### src/pkc_pkg.sv
// -----------------------------------------------------------------------------
// Power key idle controller package
// Event, result and configuration types plus shared codes.
// -----------------------------------------------------------------------------
package pkc_pkg;

  localparam int unsigned TIME_W = 32;
  localparam int unsigned CNT_W  = 16;

  // Event codes
  localparam logic [1:0] REQ_INIT  = 2'd0;
  localparam logic [1:0] REQ_POLL  = 2'd1;
  localparam logic [1:0] REQ_ACT   = 2'd2;
  localparam logic [1:0] REQ_SLEEP = 2'd3;

  // Press action codes
  localparam logic [1:0] ACT_NONE    = 2'd0;
  localparam logic [1:0] ACT_SLEEP   = 2'd1;
  localparam logic [1:0] ACT_RESTART = 2'd2;

  // Configuration register indexes
  localparam logic [1:0] CFG_SLEEP_POLLS    = 2'd0;
  localparam logic [1:0] CFG_RESTART_POLLS  = 2'd1;
  localparam logic [1:0] CFG_SHUTDOWN_POLLS = 2'd2;
  localparam logic [1:0] CFG_IDLE_TIMEOUT   = 2'd3;

  localparam logic [TIME_W-1:0] WAKE_WINDOW_MS = 32'd2000;

  typedef struct packed {
    logic [1:0]        req_type;
    logic [TIME_W-1:0] now_ms;
    logic              key_down;
  } event_t;

  typedef struct packed {
    logic              display_on;
    logic              shutdown;
    logic [1:0]        press_action;
    logic              woke;
    logic [TIME_W-1:0] slept_ms;
  } result_t;

  typedef struct packed {
    logic [CNT_W-1:0]  sleep_press_polls;
    logic [CNT_W-1:0]  restart_press_polls;
    logic [CNT_W-1:0]  shutdown_press_polls;
    logic [TIME_W-1:0] idle_timeout_ms;
  } cfg_t;

endpackage

### src/pkc_if.sv
// -----------------------------------------------------------------------------
// Power key idle controller channels
// Valid/ready interfaces for the event input and the result output.
// -----------------------------------------------------------------------------
interface pkc_in_if;
  logic        valid;
  logic        ready;
  logic [1:0]  req_type;
  logic [31:0] now_ms;
  logic        key_down;

  modport source (output valid, output req_type, output now_ms, output key_down,
                  input ready);
  modport sink   (input valid, input req_type, input now_ms, input key_down,
                  output ready);
endinterface

interface pkc_out_if;
  logic        valid;
  logic        ready;
  logic        display_on;
  logic        shutdown;
  logic [1:0]  press_action;
  logic        woke;
  logic [31:0] slept_ms;

  modport source (output valid, output display_on, output shutdown,
                  output press_action, output woke, output slept_ms, input ready);
  modport sink   (input valid, input display_on, input shutdown,
                  input press_action, input woke, input slept_ms, output ready);
endinterface

### src/pkc_cfg_regs.sv
// -----------------------------------------------------------------------------
// Configuration registers
// Write-only threshold and timeout registers.
// -----------------------------------------------------------------------------
module pkc_cfg_regs (
  input  logic          clk,
  input  logic          rst_n,
  input  logic          cfg_we,
  input  logic [1:0]    cfg_index,
  input  logic [31:0]   cfg_data,
  output pkc_pkg::cfg_t cfg
);
  import pkc_pkg::*;

  cfg_t cfg_r;

  always_ff @(posedge clk) begin
    if (!rst_n) begin
      cfg_r.sleep_press_polls    <= 16'd2;
      cfg_r.restart_press_polls  <= 16'd6;
      cfg_r.shutdown_press_polls <= 16'd10;
      cfg_r.idle_timeout_ms      <= 32'd60000;
    end else if (cfg_we) begin
      case (cfg_index)
        CFG_SLEEP_POLLS:    cfg_r.sleep_press_polls    <= cfg_data[CNT_W-1:0];
        CFG_RESTART_POLLS:  cfg_r.restart_press_polls  <= cfg_data[CNT_W-1:0];
        CFG_SHUTDOWN_POLLS: cfg_r.shutdown_press_polls <= cfg_data[CNT_W-1:0];
        CFG_IDLE_TIMEOUT:   cfg_r.idle_timeout_ms      <= cfg_data;
        default: ;
      endcase
    end
  end

  assign cfg = cfg_r;

endmodule

### src/pkc_in_stage.sv
// -----------------------------------------------------------------------------
// Event input register
// Captures one event per cycle while in_ready is high, ahead of the core.
// -----------------------------------------------------------------------------
module pkc_in_stage (
  input  logic            clk,
  input  logic            rst_n,
  input  logic            in_valid,
  output logic            in_ready,
  input  pkc_pkg::event_t ev_in,
  input  logic            advance,
  output logic            ev_valid,
  output pkc_pkg::event_t ev
);
  import pkc_pkg::*;

  logic   valid_r;
  event_t ev_r;

  // Free when empty or when the held event moves on this cycle.
  assign in_ready = !valid_r || advance;

  always_ff @(posedge clk) begin
    if (!rst_n) begin
      valid_r <= 1'b0;
    end else if (in_ready) begin
      valid_r <= in_valid;
    end
  end

  always_ff @(posedge clk) begin
    if (in_ready && in_valid) begin
      ev_r <= ev_in;
    end
  end

  assign ev_valid = valid_r;
  assign ev       = ev_r;

endmodule

### src/pkc_core.sv
// -----------------------------------------------------------------------------
// Power key decision core
// Key guard, press counter, idle timer, sleep/wake and shutdown latch.
// -----------------------------------------------------------------------------
module pkc_core (
  input  logic             clk,
  input  logic             rst_n,
  input  pkc_pkg::cfg_t    cfg,
  input  logic             fire,
  input  pkc_pkg::event_t  ev,
  output pkc_pkg::result_t res
);
  import pkc_pkg::*;

  typedef enum logic [1:0] {
    GUARD_IGNORE,
    GUARD_WAIT,
    GUARD_COUNT
  } guard_t;

  guard_t            guard_r,  guard_nxt;
  logic [CNT_W-1:0]  cnt_r,    cnt_nxt;
  logic              kwd_r,    kwd_nxt;
  logic [TIME_W-1:0] last_r,   last_nxt;
  logic              awake_r,  awake_nxt;
  logic [TIME_W-1:0] start_r,  start_nxt;
  logic [1:0]        action_r, action_nxt;
  logic              off_r,    off_nxt;

  logic [CNT_W-1:0]  cnt_inc;
  logic [TIME_W-1:0] idle;
  logic              woke;
  logic [TIME_W-1:0] slept;

  always_comb begin
    guard_nxt  = guard_r;
    cnt_nxt    = cnt_r;
    kwd_nxt    = kwd_r;
    last_nxt   = last_r;
    awake_nxt  = awake_r;
    start_nxt  = start_r;
    action_nxt = action_r;
    off_nxt    = off_r;
    woke       = 1'b0;
    slept      = '0;
    idle       = '0;
    // saturate at full scale
    cnt_inc    = (cnt_r == '1) ? cnt_r : cnt_r + 16'd1;

    if (!off_r) begin
      case (ev.req_type)
        REQ_INIT: begin
          guard_nxt = ev.key_down ? GUARD_WAIT : GUARD_COUNT;
          last_nxt  = ev.now_ms;
        end
        REQ_POLL: begin
          if (guard_r != GUARD_IGNORE) begin
            if (ev.key_down) begin
              if (guard_r == GUARD_COUNT) begin
                if (!kwd_r) begin
                  last_nxt = ev.now_ms;
                end
                cnt_nxt = cnt_inc;
                if (cnt_inc >= cfg.sleep_press_polls) begin
                  if (cnt_inc < cfg.restart_press_polls) begin
                    action_nxt = ACT_SLEEP;
                  end else if (cnt_inc < cfg.shutdown_press_polls) begin
                    action_nxt = ACT_RESTART;
                  end else begin
                    off_nxt   = 1'b1;
                    awake_nxt = 1'b0;
                    start_nxt = '0;
                  end
                end
              end
              kwd_nxt = 1'b1;
            end else begin
              // release arms counting after a key held at boot
              if (guard_r == GUARD_WAIT) begin
                guard_nxt = GUARD_COUNT;
              end
              cnt_nxt = '0;
              kwd_nxt = 1'b0;
            end
          end
          if (!off_nxt) begin
            idle = ev.now_ms - last_nxt;
            if (awake_r) begin
              if (idle > cfg.idle_timeout_ms) begin
                off_nxt   = 1'b1;
                awake_nxt = 1'b0;
                start_nxt = '0;
              end
            end else if (idle < WAKE_WINDOW_MS) begin
              woke      = 1'b1;
              slept     = ev.now_ms - start_r;
              awake_nxt = 1'b1;
              start_nxt = '0;
            end
          end
        end
        REQ_ACT: begin
          last_nxt = ev.now_ms;
        end
        REQ_SLEEP: begin
          awake_nxt = 1'b0;
          start_nxt = ev.now_ms;
        end
        default: ;
      endcase
    end
  end

  always_ff @(posedge clk) begin
    if (!rst_n) begin
      guard_r  <= GUARD_IGNORE;
      cnt_r    <= '0;
      kwd_r    <= 1'b0;
      last_r   <= '0;
      awake_r  <= 1'b1;
      start_r  <= '0;
      action_r <= ACT_NONE;
      off_r    <= 1'b0;
    end else if (fire) begin
      guard_r  <= guard_nxt;
      cnt_r    <= cnt_nxt;
      kwd_r    <= kwd_nxt;
      last_r   <= last_nxt;
      awake_r  <= awake_nxt;
      start_r  <= start_nxt;
      action_r <= action_nxt;
      off_r    <= off_nxt;
    end
  end

  assign res.display_on   = awake_nxt;
  assign res.shutdown     = off_nxt;
  assign res.press_action = action_nxt;
  assign res.woke         = woke;
  assign res.slept_ms     = slept;

endmodule

### src/pkc_out_stage.sv
// -----------------------------------------------------------------------------
// Result output register
// Holds one result transaction until the consumer takes it.
// -----------------------------------------------------------------------------
module pkc_out_stage (
  input  logic             clk,
  input  logic             rst_n,
  input  logic             advance,
  input  pkc_pkg::result_t res,
  output logic             load_ok,
  output logic             out_valid,
  input  logic             out_ready,
  output pkc_pkg::result_t res_q
);
  import pkc_pkg::*;

  logic    valid_r;
  result_t res_r;

  assign load_ok = !valid_r || out_ready;

  always_ff @(posedge clk) begin
    if (!rst_n) begin
      valid_r <= 1'b0;
    end else if (load_ok) begin
      valid_r <= advance;
    end
  end

  always_ff @(posedge clk) begin
    if (advance) begin
      res_r <= res;
    end
  end

  assign out_valid = valid_r;
  assign res_q     = res_r;

endmodule

### src/power_key_idle_controller.sv
// -----------------------------------------------------------------------------
// Power key idle controller
// Long-press power key decoding with display sleep/wake and idle shutdown.
// -----------------------------------------------------------------------------
// Channel  | Direction | Carries
// in_ch    | sink      | req_type, now_ms, key_down
// out_ch   | source    | display_on, shutdown, press_action, woke, slept_ms
// cfg_*    | write     | cfg_index 0..3, cfg_data up to 32 bits
//
// One event per cycle sustained while results are taken; each accepted event
// passes through the input register, then decision logic into result register.
// Reset (rst_n low, synchronous) restores register defaults and clears state.
// A stalled result holds the output register; the input register still takes
// one more event, then in_ch.ready drops until the result moves.
// -----------------------------------------------------------------------------
module power_key_idle_controller (
  input  logic        clk,
  input  logic        rst_n,
  pkc_in_if.sink      in_ch,
  pkc_out_if.source   out_ch,
  input  logic        cfg_we,
  input  logic [1:0]  cfg_index,
  input  logic [31:0] cfg_data
);
  import pkc_pkg::*;

  cfg_t    cfg;
  event_t  ev_in;
  event_t  ev;
  logic    ev_valid;
  logic    advance;
  logic    load_ok;
  logic    in_ready;
  logic    out_valid;
  result_t res;
  result_t res_q;

  assign ev_in.req_type = in_ch.req_type;
  assign ev_in.now_ms   = in_ch.now_ms;
  assign ev_in.key_down = in_ch.key_down;

  // move the held event into the result register
  assign advance = ev_valid && load_ok;

  pkc_cfg_regs u_cfg (
    .clk       (clk),
    .rst_n     (rst_n),
    .cfg_we    (cfg_we),
    .cfg_index (cfg_index),
    .cfg_data  (cfg_data),
    .cfg       (cfg)
  );

  pkc_in_stage u_in (
    .clk      (clk),
    .rst_n    (rst_n),
    .in_valid (in_ch.valid),
    .in_ready (in_ready),
    .ev_in    (ev_in),
    .advance  (advance),
    .ev_valid (ev_valid),
    .ev       (ev)
  );

  pkc_core u_core (
    .clk   (clk),
    .rst_n (rst_n),
    .cfg   (cfg),
    .fire  (advance),
    .ev    (ev),
    .res   (res)
  );

  pkc_out_stage u_out (
    .clk       (clk),
    .rst_n     (rst_n),
    .advance   (advance),
    .res       (res),
    .load_ok   (load_ok),
    .out_valid (out_valid),
    .out_ready (out_ch.ready),
    .res_q     (res_q)
  );

  assign in_ch.ready         = in_ready;
  assign out_ch.valid        = out_valid;
  assign out_ch.display_on   = res_q.display_on;
  assign out_ch.shutdown     = res_q.shutdown;
  assign out_ch.press_action = res_q.press_action;
  assign out_ch.woke         = res_q.woke;
  assign out_ch.slept_ms     = res_q.slept_ms;

endmodule

### src/flat_wrapper.sv
// flat-port wrapper written by rule: the top's interface ports become plain ports
module power_key_idle_controller_flat import pkc_pkg::*;
  (clk, rst_n, cfg_we, cfg_index, cfg_data, in_ch_valid, in_ch_req_type, in_ch_now_ms, in_ch_key_down, in_ch_ready, out_ch_valid, out_ch_display_on, out_ch_shutdown, out_ch_press_action, out_ch_woke, out_ch_slept_ms, out_ch_ready);
  pkc_in_if in_ch_i ();
  pkc_out_if out_ch_i ();
  input  logic clk;
  input  logic rst_n;
  input  logic cfg_we;
  input  logic [1:0] cfg_index;
  input  logic [31:0] cfg_data;
  input wire logic [$bits(in_ch_i.valid)-1:0] in_ch_valid;
  input wire logic [$bits(in_ch_i.req_type)-1:0] in_ch_req_type;
  input wire logic [$bits(in_ch_i.now_ms)-1:0] in_ch_now_ms;
  input wire logic [$bits(in_ch_i.key_down)-1:0] in_ch_key_down;
  output wire logic [$bits(in_ch_i.ready)-1:0] in_ch_ready;
  output wire logic [$bits(out_ch_i.valid)-1:0] out_ch_valid;
  output wire logic [$bits(out_ch_i.display_on)-1:0] out_ch_display_on;
  output wire logic [$bits(out_ch_i.shutdown)-1:0] out_ch_shutdown;
  output wire logic [$bits(out_ch_i.press_action)-1:0] out_ch_press_action;
  output wire logic [$bits(out_ch_i.woke)-1:0] out_ch_woke;
  output wire logic [$bits(out_ch_i.slept_ms)-1:0] out_ch_slept_ms;
  input wire logic [$bits(out_ch_i.ready)-1:0] out_ch_ready;
  assign in_ch_i.valid = in_ch_valid;
  assign in_ch_i.req_type = in_ch_req_type;
  assign in_ch_i.now_ms = in_ch_now_ms;
  assign in_ch_i.key_down = in_ch_key_down;
  assign in_ch_ready = in_ch_i.ready;
  assign out_ch_valid = out_ch_i.valid;
  assign out_ch_display_on = out_ch_i.display_on;
  assign out_ch_shutdown = out_ch_i.shutdown;
  assign out_ch_press_action = out_ch_i.press_action;
  assign out_ch_woke = out_ch_i.woke;
  assign out_ch_slept_ms = out_ch_i.slept_ms;
  assign out_ch_i.ready = out_ch_ready;
  power_key_idle_controller u_core (.clk(clk), .rst_n(rst_n), .in_ch(in_ch_i), .out_ch(out_ch_i), .cfg_we(cfg_we), .cfg_index(cfg_index), .cfg_data(cfg_data));
endmodule
### config.mk
export PLATFORM = sky130hd
export DESIGN_NAME = power_key_idle_controller_flat
export DESIGN_NICKNAME = d
export VERILOG_FILES = /design/src/pkc_pkg.sv /design/src/pkc_if.sv /design/src/pkc_cfg_regs.sv /design/src/pkc_in_stage.sv /design/src/pkc_core.sv /design/src/pkc_out_stage.sv /design/src/power_key_idle_controller.sv /design/src/flat_wrapper.sv
export SDC_FILE = /design/constraint.sdc
export NUM_CORES = 1
export LEC_CHECK = 0
export BUFFER_PORTS_ARGS = -buffer_cell sky130_fd_sc_hd__buf_2
export CAP_MARGIN = 20
export CORE_MARGIN = 2
export CORE_UTILIZATION = 62
export DETAILED_ROUTE_END_ITERATION = 8
export PLACE_DENSITY = 0.82
export SLEW_MARGIN = 10
export SYNTH_ARGS = -nofsm -noshare
export SYNTH_HDL_FRONTEND = slang
export SYNTH_HIERARCHICAL = 1
export SYNTH_SLANG_ARGS = --single-unit
### constraint.sdc
create_clock -name clk -period 17.95 [get_ports clk]
set_clock_uncertainty 0.15 [all_clocks]
set_input_delay 1.795 -clock clk [delete_from_list [all_inputs] [get_ports clk]]
set_output_delay 1.795 -clock clk [all_outputs]
set_load 0.01 [all_outputs]
==> report_table.html <==
<table>
<tr><th>Metric</th><th>Value</th></tr>
<tr><th colspan="2">Outcome</th></tr>
<tr><td>Result of the run</td><td>complete, no violations</td></tr>
<tr><th colspan="2">Clock network</th></tr>
<tr><td>Cts bufs inserted</td><td>27</td></tr>
<tr><td>Source-to-sink clock delay at the later pin of the worst-skew pair</td><td>0.54 ns</td></tr>
<tr><td>H-tree levels</td><td>1</td></tr>
<tr><td>Clock input transition at the sequential cells of the worst setup and hold paths</td><td>0.06 ns</td></tr>
<tr><td>Buffer cell driving the clock tree root</td><td>clkbuf_16</td></tr>
<tr><td>Number of post-CTS setup repair buffers</td><td>0</td></tr>
<tr><td>Maximum count of clock buffers along a single path</td><td>3</td></tr>
<tr><td>Resize count post-CTS</td><td>0</td></tr>
<tr><td>Clock tree from TritonCTS</td><td>yes</td></tr>
<tr><td>Number of sinks handled by clock tree synthesis</td><td>about 240</td></tr>
<tr><td>Hold_buf cts</td><td>0</td></tr>
<tr><th colspan="2">Routing</th></tr>
<tr><td>Number of DRC markers after the initial detailed-route iteration</td><td>1,056</td></tr>
<tr><td>DR vias</td><td>13,078</td></tr>
<tr><td>Via-per-instance ratio</td><td>6.06</td></tr>
<tr><td>Avg WL per Cell</td><td>approximately 18 microns</td></tr>
<tr><td>Post-detailed-route count of antenna-violating nets</td><td>0</td></tr>
<tr><td>Initial DRT Pass Iterations</td><td>5</td></tr>
<tr><td>Remaining design rule violation count</td><td>0</td></tr>
<tr><td>Final wirelength</td><td>about 38 mm</td></tr>
<tr><th colspan="2">Critical path</th></tr>
<tr><td>Beginning of the worst register-to-register path</td><td>u_core/u_in/ev[0]</td></tr>
<tr><td>Slowest stage cell, crit path</td><td>o311ai_0</td></tr>
<tr><td>Critical path data arrival time</td><td>about 7.5 ns</td></tr>
<tr><td>Maximum cell stage delay along the critical path</td><td>just under 0.7 ns</td></tr>
<tr><td>FF-to-FF path depth</td><td>23</td></tr>
<tr><td>Top Family by Delay on Critical Path</td><td>compound AO/OA/AOI/OAI gates</td></tr>
<tr><td>Start-to-end type of the worst setup path</td><td>flip-flop to flip-flop</td></tr>
<tr><td>Type of element capturing the critical path</td><td>flip-flop</td></tr>
<tr><td>Worst setup path startpoint</td><td>u_core/u_in/ev[0]</td></tr>
<tr><td>Critical-path cell list</td><td>nor2b_1 -&gt; nand2_1 -&gt; nor2_4 -&gt; mux2_2 -&gt; ha_1 -&gt; nand2b_1 -&gt; a211oi_1 -&gt; o21ai_2 -&gt; o311ai_0 -&gt; o21ai_0 -&gt; mux2i_1 -&gt; or2_2 -&gt; ha_1 -&gt; nand4_1 -&gt; nor2_1 -&gt; nand2_1 -&gt; or4_1 -&gt; o41ai_1 -&gt; a21oi_1 -&gt; a211oi_4 -&gt; buf_4 -&gt; o21ai_0 -&gt; o311ai_0</td></tr>
<tr><td>Instance count on the critical path</td><td>23</td></tr>
<tr><td>Critical Path RT</td><td>approximately 18 ns</td></tr>
<tr><td>Critical Path Sink</td><td>u_core/u_core/awake_r</td></tr>
<tr><td>Buffer and inverter count on the worst path</td><td>1</td></tr>
<tr><td>Worst R2R Setup Slack</td><td>about 11 ns</td></tr>
<tr><td>Worst-path maximum fanout</td><td>35</td></tr>
<tr><td>Startpoint Class</td><td>flip-flop</td></tr>
<tr><td>Terminus of the critical flop-to-flop path</td><td>u_core/u_core/awake_r</td></tr>
<tr><th colspan="2">Yosys</th></tr>
<tr><td>Total nets after synthesis</td><td>approximately 2,000</td></tr>
<tr><td>Synth area leaders</td><td>dfxtp_1 (22%), edfxtp_1 (14%), ha_1 (11%)</td></tr>
<tr><td>Number of enable-type register cells in the synthesized netlist</td><td>a little over 70</td></tr>
<tr><td>Number of storage elements in the synthesis netlist</td><td>241</td></tr>
<tr><td>Total standard cell area after synthesis</td><td>approximately 0.016 sq mm</td></tr>
<tr><td>Yosys top cell by area</td><td>dfxtp_1</td></tr>
<tr><td>Share of Yosys cell area claimed by the top area cell type</td><td>between 20 and 25%</td></tr>
<tr><td>Count of yosys warnings during synthesis</td><td>6</td></tr>
<tr><td>Async S/R FF share, synth</td><td>0%</td></tr>
<tr><td>Mean cell area of the mapped netlist</td><td>between 8 and 9 sq um</td></tr>
<tr><td>Main flop type after synthesis</td><td>dfxtp_1</td></tr>
<tr><td>Share of the yosys chip area belonging to registers</td><td>a little over a third</td></tr>
<tr><td>Number of distinct library cells after synthesis</td><td>79</td></tr>
<tr><td>Cell count after synthesis</td><td>between 1,500 and 2,000</td></tr>
<tr><th colspan="2">Global route</th></tr>
<tr><td>Number of global-route vias before repair</td><td>roughly 13,000</td></tr>
<tr><td>Initial antenna violation count</td><td>0</td></tr>
<tr><td>Wire length of the first global-routing pass</td><td>around 60 mm</td></tr>
<tr><td>Remaining global-route overflow</td><td>0</td></tr>
<tr><td>GRT Resource Usage Total</td><td>about 28%</td></tr>
<tr><td>Largest net degree at the start of global routing</td><td>about 140</td></tr>
<tr><th colspan="2">Timing</th></tr>
<tr><td>Total negative setup slack</td><td>0 ns</td></tr>
<tr><td>Final worst-path cycle share</td><td>slightly above 40%</td></tr>
<tr><td>Period minus WS final</td><td>between 7 and 8 ns</td></tr>
<tr><td>Total count of max-transition violations in the final report</td><td>0</td></tr>
<tr><td>Measured slew at the worst slew-check pin</td><td>around 1.1 ns</td></tr>
<tr><td>Unrepaired setup endpoints after global routing</td><td>false</td></tr>
<tr><td>Final hold viol count</td><td>0</td></tr>
<tr><td># setup viols final</td><td>0</td></tr>
<tr><td>Relative slew slack</td><td>around a quarter</td></tr>
<tr><td>Max Fclk</td><td>between 100 and 150 MHz</td></tr>
<tr><td>Setup slack of the critical path after layout</td><td>10.69 ns</td></tr>
<tr><th colspan="2">Power</th></tr>
<tr><td>Net switching fraction of the power</td><td>29.1%</td></tr>
<tr><td>Flop pwr share</td><td>a little over two fifths</td></tr>
<tr><td>Internal power</td><td>just over 1 mW</td></tr>
<tr><td>Clk network pwr share</td><td>38.1%</td></tr>
<tr><td>Switching power</td><td>0.422 mW</td></tr>
<tr><td>Share of power burned in combinational logic</td><td>20.2%</td></tr>
<tr><td>Leakage power</td><td>7.08 nW</td></tr>
<tr><td>Power per standard cell area</td><td>85.1 mW/mm^2</td></tr>
<tr><td>Worst vdd ir</td><td>approximately 0.00009 V</td></tr>
<tr><th colspan="2">Cells and area</th></tr>
<tr><td>Antenna diode count</td><td>0</td></tr>
<tr><td>Synthesis-to-layout area growth</td><td>9.73%</td></tr>
<tr><td>Fill cell count</td><td>between 1,500 and 2,000</td></tr>
<tr><td>Layout cells sized above 1</td><td>10.5%</td></tr>
<tr><td>Final #Nets</td><td>2,030</td></tr>
<tr><th colspan="2">Placed design</th></tr>
<tr><td>Detail Placement HPWL</td><td>27.7 mm</td></tr>
<tr><td>PortBufs</td><td>~110</td></tr>
<tr><td>Worst setup slack after placement</td><td>10.24 ns</td></tr>
<tr><td>Final weighted congestion in routability-driven placement</td><td>between 0.9 and 1</td></tr>
<tr><th colspan="2">Min path</th></tr>
<tr><td>Classification of the worst-slack hold path</td><td>flip-flop to flip-flop</td></tr>
<tr><th colspan="2">Die</th></tr>
<tr><td>Die Span X</td><td>162 microns</td></tr>
<tr><td>Area of the die</td><td>approximately 0.026 sq mm</td></tr>
<tr><td>IO Count</td><td>113</td></tr>
<tr><td>FP Rows</td><td>57</td></tr>
<tr><td>Die Height</td><td>162 microns</td></tr>
<tr><td>Initial core utilization</td><td>a little under two thirds</td></tr>
<tr><td>Core Area</td><td>between 0.02 and 0.025 sq mm</td></tr>
<tr><th colspan="2">Job</th></tr>
<tr><td>Max-cap violation count</td><td>0</td></tr>
</table>
-- area by class of cell --
type                    count  area, sq um  area share (%)
repair buffers            124          692            4.06
well taps                 324          405            2.38
inverters                 142          534            3.13
clock buffers              40          810            4.75
multi-input cells        1277         8970            52.6
clock inverters            10         88.8           0.521
flip-flops and latches    241         5550            32.5
-- worst min-delay path, cell delays in order (launching register included) --
cell and delay (ns):
dfxtp_1 0.31, nand2_1 0.05, mux2i_1 0.05
-- kinds of logic after synthesis --
| kind of cell | count (synthesis) | synth area share, % |
|---|---|---|
| and+or+nand+nor | 554 | 16.9 |
| AOI/OAI and AO/OA | 408 | 18.5 |
| buffers and inverters | 236 | 6.71 |
| DFF | 241 | 35.7 |
| xor gates and xnor gates | 65 | 3.66 |
| muxes | 107 | 6.91 |
| adders and majority gates | 143 | 11.6 |
-- cell usage after synthesis, drive strengths merged, types with 6 or more instances --
cell     number
nor2b        29
nand4        31
nand2b       16
a21boi       36
a22oi        14
and3         14
o21a         13
a21o         42
o211ai       22
a32oi        33
clkbuf       60
or3           6
and2         28
a21oi        91
nor3         18
and4          7
inv         141
xor2         29
dfxtp       169
nand2       263
mux2i       105
o21ai        56
nand3        37
ha          141
nor2         74
edfxtp       72
nand3b        6
nor4          9
a211o         6
buf          34
o21bai        7
xnor2        36
or4           6
a211oi       14
o2111ai      33
-- cell usage in the layout (no fill, tap or decap), types with 8 or more instances in the layout --
| cell | count |
|---|---|
| a211oi_1 | 13 |
| a21boi_0 | 34 |
| a21o_1 | 42 |
| a21oi_1 | 90 |
| a22oi_1 | 14 |
| a32oi_1 | 33 |
| and2_1 | 25 |
| and3_1 | 14 |
| buf_2 | 111 |
| buf_4 | 8 |
| clkbuf_16 | 30 |
| dfxtp_1 | 169 |
| edfxtp_1 | 72 |
| ha_1 | 141 |
| inv_1 | 141 |
| mux2i_1 | 105 |
| nand2_1 | 263 |
| nand2b_1 | 14 |
| nand3_1 | 35 |
| nand4_1 | 31 |
| nor2_1 | 72 |
| nor2b_1 | 29 |
| nor3_1 | 18 |
| nor4_1 | 9 |
| o2111ai_1 | 33 |
| o211ai_1 | 21 |
| o21a_1 | 13 |
| o21ai_0 | 52 |
| xnor2_1 | 36 |
| xor2_1 | 29 |
-- power groups by stage --
stage	clock network [mW]	logic, mW	registers, mW
finish	0.553	0.293	0.605
global route	0.582	0.324	0.608
CTS	0.562	0.288	0.605
detailed placement	0	0.284	0.617
global placement	0	0.274	0.616
floorplan	0	0.214	0.612
-- worst min-delay path by stage --
stage                              start  slack, ns                   end  cells past startpoint
floorplan           u_core/u_cfg/cfg[16]       0.28  u_core/u_cfg/cfg[16]                      2
global placement    u_core/u_cfg/cfg[68]       0.29  u_core/u_cfg/cfg[68]                      2
detailed placement  u_core/u_cfg/cfg[16]       0.30  u_core/u_cfg/cfg[16]                      2
CTS                 u_core/u_cfg/cfg[24]       0.31  u_core/u_cfg/cfg[24]                      2
global route        u_core/u_cfg/cfg[75]       0.33  u_core/u_cfg/cfg[75]                      2
finish              u_core/u_cfg/cfg[30]       0.31  u_core/u_cfg/cfg[30]                      2
-- through the flow --
step | power [mW] | cell area [sq um] | utilization (%) | instances | hold slack, ns
5_1_grt | 1.51 | 17000 | 69.7 | 2158 | 0.327
4_1_cts | 1.46 | 17000 | 69.5 | 2155 | 0.309
2_1_floorplan | 0.826 | 15500 | - | 1754 | 0.285
3_5_place_dp | 0.901 | 16100 | 65.8 | 2105 | 0.301
3_3_place_gp | 0.890 | 16100 | 65.8 | 2104 | 0.292
6_report | 1.45 | 17000 | 69.7 | 2158 | 0.307
-- state kept, by name, indices dropped and copies added, names as in the netlist, 2 cells and up --
register	count
u_core/u_core/action_r	2
u_core/u_core/last_r	32
u_core/u_in/ev	35
u_core/u_out/res_q	37
u_core/u_core/start_r	32
u_core/u_core/cnt_r	16
u_core/u_cfg/cfg	80
u_core/u_core/guard_r	2
-- layer usage --
metal  share of wire, %  up-vias  GRT usage [%]
li1                   -     6409              -
met1                 42     6205           34.4
met2                 50      378           52.4
met3                4.6       86           3.37
met4                3.2        0           9.45
met5                  0        -              0
No activity file was read; power rests on OpenSTA's default activity.
